### src/design/itoa_pkg.sv
// Shared types, constants and the digit character function for the radix converter.
package itoa_pkg;

  // Width of the value field on the input port
  localparam int FIELD_W = 32;
  // Default conversion width
  localparam int VALUE_WIDTH_DEF = 32;
  // Reciprocal of ten: q = (n * RECIP_DEC) >> RECIP_SHIFT for any 32-bit n
  localparam logic [FIELD_W-1:0] RECIP_DEC = 32'hCCCC_CCCD;
  localparam int RECIP_SHIFT = 35;
  // ASCII minus sign
  localparam logic [7:0] MINUS_CHAR = 8'd45;
  localparam logic [7:0] ZERO_CHAR = 8'd48;
  localparam logic [7:0] LOWER_A_CHAR = 8'd97;
  // Digit widths
  localparam int DIGIT_W = 4;
  localparam int BASE_W = 5;
  localparam logic [BASE_W-1:0] BASE_DEC = 5'd10;
  localparam logic [BASE_W-1:0] BASE_OCT = 5'd8;
  localparam logic [BASE_W-1:0] BASE_HEX = 5'd16;

  // Conversion selector codes
  typedef enum logic [1:0] {
    ACT_SDEC = 2'd0,
    ACT_UDEC = 2'd1,
    ACT_SOCT = 2'd2,
    ACT_SHEX = 2'd3
  } action_e;

  // Sequencer states
  typedef enum logic [1:0] {
    ST_IDLE  = 2'd0,
    ST_DIV_A = 2'd1,
    ST_DIV_B = 2'd2,
    ST_EMIT  = 2'd3
  } state_e;

  // Control from the sequencer to the divide unit
  typedef struct packed {
    logic    load;
    action_e act;
  } div_ctrl_t;

  // Digit value to lowercase ASCII
  function automatic logic [7:0] digit_char(input logic [DIGIT_W-1:0] d);
    logic [7:0] c;
    if (d < 4'd10) begin
      c = ZERO_CHAR + {4'b0, d};
    end else begin
      c = LOWER_A_CHAR + {4'b0, d} - 8'd10;
    end
    return c;
  endfunction

endpackage

### src/design/itoa_div.sv
// Shared divide-by-base unit: registered quotient, then remainder by shift-add and subtract.
module itoa_div #(
  parameter int MAG_W = itoa_pkg::FIELD_W
) (
  input  logic                       clk_i,
  input  itoa_pkg::div_ctrl_t        ctrl_i,
  input  logic [MAG_W-1:0]           mag_i,
  output logic [MAG_W-1:0]           quot_o,
  output logic [itoa_pkg::DIGIT_W-1:0] rem_o
);
  import itoa_pkg::*;

  localparam int ProdW = 2 * FIELD_W;

  logic [FIELD_W-1:0] op;
  logic [ProdW-1:0]   prod;
  logic [MAG_W-1:0]   quot_d, quot_q;
  logic [MAG_W-1:0]   qb;

  // Quotient: reciprocal multiply for ten, plain shift for eight and sixteen
  assign op   = FIELD_W'(mag_i);
  assign prod = ProdW'(op) * ProdW'(RECIP_DEC);

  always_comb begin
    case (ctrl_i.act)
      ACT_SOCT: quot_d = mag_i >> 3;
      ACT_SHEX: quot_d = mag_i >> 4;
      default:  quot_d = MAG_W'(prod >> RECIP_SHIFT);
    endcase
  end

  always_ff @(posedge clk_i) begin
    if (ctrl_i.load) begin
      quot_q <= quot_d;
    end
  end

  // Remainder: mag - quot * base, only the low digit bits matter
  always_comb begin
    case (ctrl_i.act)
      ACT_SOCT: qb = quot_q << 3;
      ACT_SHEX: qb = quot_q << 4;
      default:  qb = (quot_q << 3) + (quot_q << 1);
    endcase
  end

  assign quot_o = quot_q;
  assign rem_o  = DIGIT_W'(mag_i - qb);

endmodule

### src/design/itoa_dbuf.sv
// Digit buffer: collects digits least significant first, read back by index, registered.
module itoa_dbuf #(
  parameter int DEPTH = 11,
  parameter int CNT_W = $clog2(DEPTH + 1),
  parameter int IDX_W = $clog2(DEPTH)
) (
  input  logic                          clk_i,
  input  logic                          rst_ni,
  input  logic                          clear_i,
  input  logic                          push_i,
  input  logic [itoa_pkg::DIGIT_W-1:0]  digit_i,
  input  logic [IDX_W-1:0]              rd_idx_i,
  output logic [itoa_pkg::DIGIT_W-1:0]  rd_digit_o,
  output logic [CNT_W-1:0]              cnt_o
);
  import itoa_pkg::*;

  logic [DIGIT_W-1:0] dig_q [DEPTH];
  logic [DIGIT_W-1:0] rd_digit_q;
  logic [IDX_W-1:0]   wr_idx;
  logic [CNT_W-1:0]   cnt_d, cnt_q;

  // Fill count
  always_comb begin
    cnt_d = cnt_q;
    if (clear_i) begin
      cnt_d = '0;
    end else if (push_i) begin
      cnt_d = cnt_q + 1'b1;
    end
  end

  always_ff @(posedge clk_i or negedge rst_ni) begin
    if (!rst_ni) begin
      cnt_q <= '0;
    end else begin
      cnt_q <= cnt_d;
    end
  end

  assign wr_idx = cnt_q[IDX_W-1:0];

  // Digit storage
  always_ff @(posedge clk_i) begin
    if (push_i) begin
      dig_q[wr_idx] <= digit_i;
    end
  end

  // Registered read; a digit written at the read address passes straight through
  always_ff @(posedge clk_i) begin
    if (push_i && (wr_idx == rd_idx_i)) begin
      rd_digit_q <= digit_i;
    end else begin
      rd_digit_q <= dig_q[rd_idx_i];
    end
  end

  assign rd_digit_o = rd_digit_q;
  assign cnt_o      = cnt_q;

endmodule

### src/design/integer_to_ascii_radix_converter_unit.sv
// Top level: sequencer, sign handling and output word register of the radix converter.
//
//  channel | direction | handshake                 | payload
//  --------+-----------+---------------------------+----------------------
//  in      | sink      | in_valid_i / in_stall_o   | action_i, value_i
//  out     | source    | out_valid_o / out_stall_i | character_o, last_o
//
// One input word at a time. Each digit passes through the shared divide unit
// in state ST_DIV_A (registered quotient), then ST_DIV_B (remainder); then the
// item's n digit words (plus one for a minus sign) leave at one per cycle when
// the output is not stalled. The longest item is an 11-digit negative octal
// word. Reset clears the sequencer and output valid.
// Output stalls only stretch the emit phase.
module integer_to_ascii_radix_converter_unit #(
  parameter int VALUE_WIDTH = itoa_pkg::VALUE_WIDTH_DEF
) (
  input  logic        clk_i,
  input  logic        rst_ni,
  input  logic        in_valid_i,
  output logic        in_stall_o,
  input  logic [1:0]  action_i,
  input  logic [31:0] value_i,
  output logic        out_valid_o,
  input  logic        out_stall_i,
  output logic [7:0]  character_o,
  output logic        last_o
);
  import itoa_pkg::*;

  localparam int MagW    = (VALUE_WIDTH < FIELD_W) ? VALUE_WIDTH : FIELD_W;
  localparam bit HasSign = (VALUE_WIDTH <= FIELD_W);
  localparam int DigN    = (MagW + 2) / 3;
  localparam int CntW    = $clog2(DigN + 1);
  localparam int IdxW    = $clog2(DigN);

  state_e             state_d, state_q;
  action_e            act_d, act_q;
  logic               neg_d, neg_q;
  logic [MagW-1:0]    mag_d, mag_q;
  logic [IdxW-1:0]    idx_d, idx_q;
  logic               out_valid_d, out_valid_q;
  logic [7:0]         char_d, char_q;
  logic               last_d, last_q;

  logic [MagW-1:0]    val_in;
  logic               sign_in;
  div_ctrl_t          div_ctrl;
  logic [MagW-1:0]    quot;
  logic [DIGIT_W-1:0] rem;
  logic               buf_clear, buf_push;
  logic [DIGIT_W-1:0] rd_digit;
  logic [CntW-1:0]    dig_cnt;
  logic               out_load;
  logic [BASE_W-1:0]  base_lim;

  // Input sign and magnitude
  assign val_in  = value_i[MagW-1:0];
  assign sign_in = HasSign && (action_e'(action_i) != ACT_UDEC) && val_in[MagW-1];

  itoa_div #(
    .MAG_W (MagW)
  ) u_div (
    .clk_i  (clk_i),
    .ctrl_i (div_ctrl),
    .mag_i  (mag_q),
    .quot_o (quot),
    .rem_o  (rem)
  );

  // Buffer reads the next index so its registered digit lines up with idx_q
  itoa_dbuf #(
    .DEPTH (DigN),
    .CNT_W (CntW),
    .IDX_W (IdxW)
  ) u_dbuf (
    .clk_i      (clk_i),
    .rst_ni     (rst_ni),
    .clear_i    (buf_clear),
    .push_i     (buf_push),
    .digit_i    (rem),
    .rd_idx_i   (idx_d),
    .rd_digit_o (rd_digit),
    .cnt_o      (dig_cnt)
  );

  // Sequencer: next state and datapath controls
  always_comb begin
    state_d       = state_q;
    act_d         = act_q;
    neg_d         = neg_q;
    mag_d         = mag_q;
    idx_d         = idx_q;
    div_ctrl.load = 1'b0;
    div_ctrl.act  = act_q;
    buf_clear     = 1'b0;
    buf_push      = 1'b0;
    out_load      = 1'b0;
    char_d        = char_q;
    last_d        = last_q;
    case (state_q)
      ST_IDLE: begin
        if (in_valid_i) begin
          act_d     = action_e'(action_i);
          neg_d     = sign_in;
          mag_d     = sign_in ? (MagW'(0) - val_in) : val_in;
          buf_clear = 1'b1;
          state_d   = ST_DIV_A;
        end
      end
      ST_DIV_A: begin
        div_ctrl.load = 1'b1;
        state_d       = ST_DIV_B;
      end
      ST_DIV_B: begin
        buf_push = 1'b1;
        mag_d    = quot;
        if (quot == '0) begin
          idx_d   = IdxW'(dig_cnt);
          state_d = ST_EMIT;
        end else begin
          state_d = ST_DIV_A;
        end
      end
      ST_EMIT: begin
        if (!out_valid_q || !out_stall_i) begin
          out_load = 1'b1;
          if (neg_q) begin
            char_d = MINUS_CHAR;
            last_d = 1'b0;
            neg_d  = 1'b0;
          end else begin
            char_d = digit_char(rd_digit);
            last_d = (idx_q == '0);
            if (idx_q == '0) begin
              state_d = ST_IDLE;
            end else begin
              idx_d = idx_q - 1'b1;
            end
          end
        end
      end
      default: begin
        state_d = ST_IDLE;
      end
    endcase
  end

  // Output word register
  always_comb begin
    if (out_load) begin
      out_valid_d = 1'b1;
    end else if (out_valid_q && !out_stall_i) begin
      out_valid_d = 1'b0;
    end else begin
      out_valid_d = out_valid_q;
    end
  end

  always_ff @(posedge clk_i or negedge rst_ni) begin
    if (!rst_ni) begin
      state_q     <= ST_IDLE;
      out_valid_q <= 1'b0;
      neg_q       <= 1'b0;
    end else begin
      state_q     <= state_d;
      out_valid_q <= out_valid_d;
      neg_q       <= neg_d;
    end
  end

  always_ff @(posedge clk_i) begin
    act_q  <= act_d;
    mag_q  <= mag_d;
    idx_q  <= idx_d;
    char_q <= char_d;
    last_q <= last_d;
  end

  assign in_stall_o  = (state_q != ST_IDLE);
  assign out_valid_o = out_valid_q;
  assign character_o = char_q;
  assign last_o      = last_q;

  // Base of the current conversion, for checking
  always_comb begin
    case (act_q)
      ACT_SOCT: base_lim = BASE_OCT;
      ACT_SHEX: base_lim = BASE_HEX;
      default:  base_lim = BASE_DEC;
    endcase
  end

  // Accepted word starts a division with an empty digit buffer
  a_accept_start: assert property (@(posedge clk_i) disable iff (!rst_ni)
    in_valid_i && !in_stall_o |=> state_q == ST_DIV_A && dig_cnt == '0)
    else $error("conversion did not start cleanly");

  // Remainder is always a digit of the selected base
  a_rem_range: assert property (@(posedge clk_i) disable iff (!rst_ni)
    state_q == ST_DIV_B |-> {1'b0, rem} < base_lim)
    else $error("remainder out of range");

  // Emitting always has at least one digit buffered
  a_emit_nonempty: assert property (@(posedge clk_i) disable iff (!rst_ni)
    state_q == ST_EMIT |-> dig_cnt != '0 && CntW'(idx_q) < dig_cnt)
    else $error("emit index outside digit buffer");

  // Minus sign never ends a conversion
  a_last_digit: assert property (@(posedge clk_i) disable iff (!rst_ni)
    out_valid_o && last_o |-> character_o != MINUS_CHAR)
    else $error("last word is a minus sign");

endmodule
### config.mk
export PLATFORM = sky130hd
export DESIGN_NAME = integer_to_ascii_radix_converter_unit
export DESIGN_NICKNAME = d
export VERILOG_FILES = /design/src/design/itoa_pkg.sv /design/src/design/itoa_div.sv /design/src/design/itoa_dbuf.sv /design/src/design/integer_to_ascii_radix_converter_unit.sv
export SDC_FILE = /design/constraint.sdc
export NUM_CORES = 1
export LEC_CHECK = 0
export BUFFER_PORTS_ARGS = -buffer_cell sky130_fd_sc_hd__buf_4
export CORE_UTILIZATION = 25
export DETAILED_ROUTE_END_ITERATION = 16
export GPL_TIMING_DRIVEN = 0
export PLACE_DENSITY = 0.41
export SYNTH_ARGS = -nofsm -noshare
export SYNTH_HDL_FRONTEND = slang
export SYNTH_SLANG_ARGS = --single-unit
### constraint.sdc
create_clock -name clk_i -period 20.2 [get_ports clk_i]
set_clock_uncertainty 0.15 [all_clocks]
set_input_delay 6.06 -clock clk_i [delete_from_list [all_inputs] [get_ports clk_i]]
set_output_delay 6.06 -clock clk_i [all_outputs]
set_load 0.05 [all_outputs]
==> metrics.md <==
| Metric | Value |
|---|---|
| Length of the first detailed-routing pass in iterations | 6 |
| Layout net count | 3,213 |
| Core area | 93,600 µm² |
| RSZ-0062 raised after global routing | no |
| Dpl hpwl | 68.6 mm |
| Critical Path Most Common Cell | fa_1 |
| R2r endpoint | u_div.quot_o[17]$_DFFE_PN_ |
| WHS Path Cells | 2 |
| Largest net degree at the start of global routing | 33 |
| Fraction of the cycle the final worst path needs | 0.503 |
| Count of cell types in the netlist | 64 |
| Fin. Hold Viols | 0 |
| Hold EP | out_valid_o$_DFFE_PN0P_ |
| Worst Path Arrival | 10.16 ns |
| Setup CP Type | flop to flop |
| Critical-path cell list | ha_1 > xor2_1 > ha_1 > or2_2 > fa_1 > fa_1 > fa_1 > fa_1 > fa_1 > inv_1 > fa_1 > inv_1 > ha_1 > nand3_1 > nor4_1 > and3_1 > a221oi_1 > nand3_1 > a221oi_1 > o22ai_1 > a21o_1 > a211oi_1 |
| Cells after Synth | 2,369 |
| Final WL | 77.6 mm |
| DRC Markers | 0 |
| Endpoints failing setup | 0 |
| Clock Path Buffers | 2 |
| Post-synth ARST share | 0.0630 |
| Share of layout cells above drive strength 1 | 0.0470 |
| Layout area overhead | 10.8% |
| Final TNS setup | 0 ns |
| Routed WL per cell | 21.0 µm |
| Yosys warnings | 0 |
| Worst Hold Class | flop to flop |
| Initial DRC count | 1,116 |
| Clock slew at reported path FFs | 0.06 ns |
| R2R depth | 22 |
| # resized after CTS | 0 |
| Worst slew margin | 0.139 |
| Reg-to-reg critical path startpoint | mag_q[0]$_DFFE_PP_ |
| CTS tree | built |
| Die area | 96,100 µm² |
| # Post-CTS Setup Buffers | 0 |
| CTS root buffer | clkbuf_16 |
| Hold buffers post-CTS | 0 |
| Chip Height | 310 µm |
| Flop-to-flop setup slack | 10.03 ns |
| Mapped Nets | 3,147 |
| Final min period | 10.17 ns |
| DR vias/cell | 4.53 |
| Avg Cell Area, Syn | 10.0 µm² |
| Most frequent cells in the layout | inv_1, fa_1, ha_1, nand2_1, edfxtp_1 |
| H-tree level count | 4 |
| EDFF count, synth | 119 |
| Main synth FF type | edfxtp_1 |
| CP Launch Type | flop |
| Initial antenna violation count | 0 |
| Clock Sinks | 127 |
| Gr usage total | 0.165 |
| Status | finished clean |
| Cell area after synthesis | 23,700 µm² |
| CTS Buf Count | 17 |
| Most common cell after layout, fill and taps aside | inv_1 |
| IO Port Bufs | 47 |
| Tightest Pin Transition | 1.28 ns |
| Vias | 16,800 |
| Routed Antenna Nets | 0 |
| Worst Path Required | 20.20 ns |
| Sequential fraction of the synthesis area | 0.159 |
| First-pass GRT wire length | 116 mm |
| Row cnt | 112 |
| Boundary pin count | 49 |
| GPL Wtd Cong | 0.879 |
| Slowest-stage cell, CP | edfxtp_1 |
| Grt ovf | 0 |
| Hold Crit Start | out_valid_o$_DFFE_PN0P_ |
| Clock latency on the worst-skew pair | 0.42 ns |
| MaxCap Viol Count | 0 |
| Antenna cells | 0 |
| CP endpoint kind | flop |
| Slew Limit Fails | 0 |
| FF+latch count, synth | 127 |
| Vias in the first global route | 18,000 |
| Die W | 310 µm |
| Starting Density | 0.253 |
| Crit-path max FO | 20 |
| CP peak stage delay | 1.06 ns |
| FMAX | 98.4 MHz |
routing by layer:
layer | wire, µm | vias up | global-route usage
met3 | 2460 | 50 | 0.0142
met1 | 36100 | 8660 | 0.231
met2 | 37300 | 310 | 0.277
li1 | - | 7767 | -
met4 | 1650 | 0 | 0.0363
met5 | 0 | - | 0
how the worst max path moves through the flow:
stage	from	end	slack [ns]	cells after the start
6_report	mag_q[0]$_DFFE_PP_	u_div.quot_o[17]$_DFFE_PN_	10.03	22
5_1_grt	mag_q[0]$_DFFE_PP_	u_div.quot_o[17]$_DFFE_PN_	9.66	22
4_1_cts	mag_q[0]$_DFFE_PP_	u_div.quot_o[17]$_DFFE_PN_	10.03	22
3_5_place_dp	mag_q[0]$_DFFE_PP_	u_div.quot_o[17]$_DFFE_PN_	10.08	22
3_3_place_gp	mag_q[0]$_DFFE_PP_	u_div.quot_o[17]$_DFFE_PN_	10.01	22
2_1_floorplan	value_i[10]	mag_q[30]$_SDFFCE_PP0P_	11.31	9
metrics by stage:
stage / utilization / setup slack, ns / cells / instance area (µm²) / hold slack, ns
6_report: 0.281 / 10.03 / 3702 / 26300 / 0.397
5_1_grt: 0.281 / 9.66 / 3702 / 26300 / 0.422
4_1_cts: 0.281 / 10.03 / 3702 / 26300 / 0.402
3_5_place_dp: 0.274 / 10.08 / 3670 / 25700 / 0.386
3_3_place_gp: 0.274 / 10.01 / 3670 / 25600 / 0.373
2_1_floorplan: - / 11.31 / 2369 / 23700 / 0.363
cell usage after synthesis (11+ instances only):
cell type / number / share of area
a211oi_1: 15 / 0.0047
a21o_1: 44 / 0.014
a21oi_1: 96 / 0.020
and2_1: 24 / 0.0063
clkbuf_1: 45 / 0.0071
edfxtp_1: 119 / 0.15
fa_1: 387 / 0.33
ha_1: 353 / 0.19
inv_1: 610 / 0.097
mux2i_1: 21 / 0.0089
nand2_1: 128 / 0.020
nand2b_1: 13 / 0.0034
nand3_1: 17 / 0.0036
nand4_1: 21 / 0.0055
nor2_1: 61 / 0.0097
nor2b_1: 17 / 0.0045
nor3_1: 23 / 0.0049
nor4_1: 19 / 0.0050
o211ai_1: 12 / 0.0038
o21ai_0: 98 / 0.021
o21bai_1: 11 / 0.0035
xnor2_1: 48 / 0.018
xor2_1: 52 / 0.019
cells by family (layout without fill, tap and decap cells):
family / count (synthesis) / in the layout / share of synthesized area
adders and majority gates: 740 / 740 / 0.513
buffers and inverters: 663 / 742 / 0.106
and+or+nand+nor: 362 / 362 / 0.0763
AOI/OAI and AO/OA: 337 / 337 / 0.0878
DFF: 127 / 127 / 0.159
xor gates and xnor gates: 100 / 100 / 0.0369
muxes: 38 / 38 / 0.0207
other: 2 / 2 / 0.000317
worst max-delay path: cells and delay by family, from the launching register on:
family / cells / cell delay (ns)
adders and majority gates: 9 / 4.24
AOI/OAI and AO/OA: 5 / 2.85
and+or+nand+nor: 5 / 1.27
DFF: 1 / 1.06
xor gates and xnor gates: 1 / 0.19
buffers and inverters: 2 / 0.09
area by class of cell:
class | count | area (µm²)
clock buffer | 17 | 425
timing repair buffer | 47 | 353
tap | 1254 | 1570
multi-input combinational | 1579 | 17400
fill | 10100 | 67300
buffer | 53 | 230
sequential | 127 | 3770
clock inverter | 15 | 208
inverter | 610 | 2290
sequential cells by signal (all words and copies together) (netlist names):
signal        flops
u_div.quot_o     29
mag_q            32
neg_q             1
character_o       7
u_dbuf.dig_q     44
act_q             2
idx_q             4
u_dbuf.cnt_o      4
out_valid_o       1
last_o            1
state_q           2
Power is left out: the tool's default activity adds up to more than one toggle a clock period on the data nets, which glitch-free logic cannot reach.
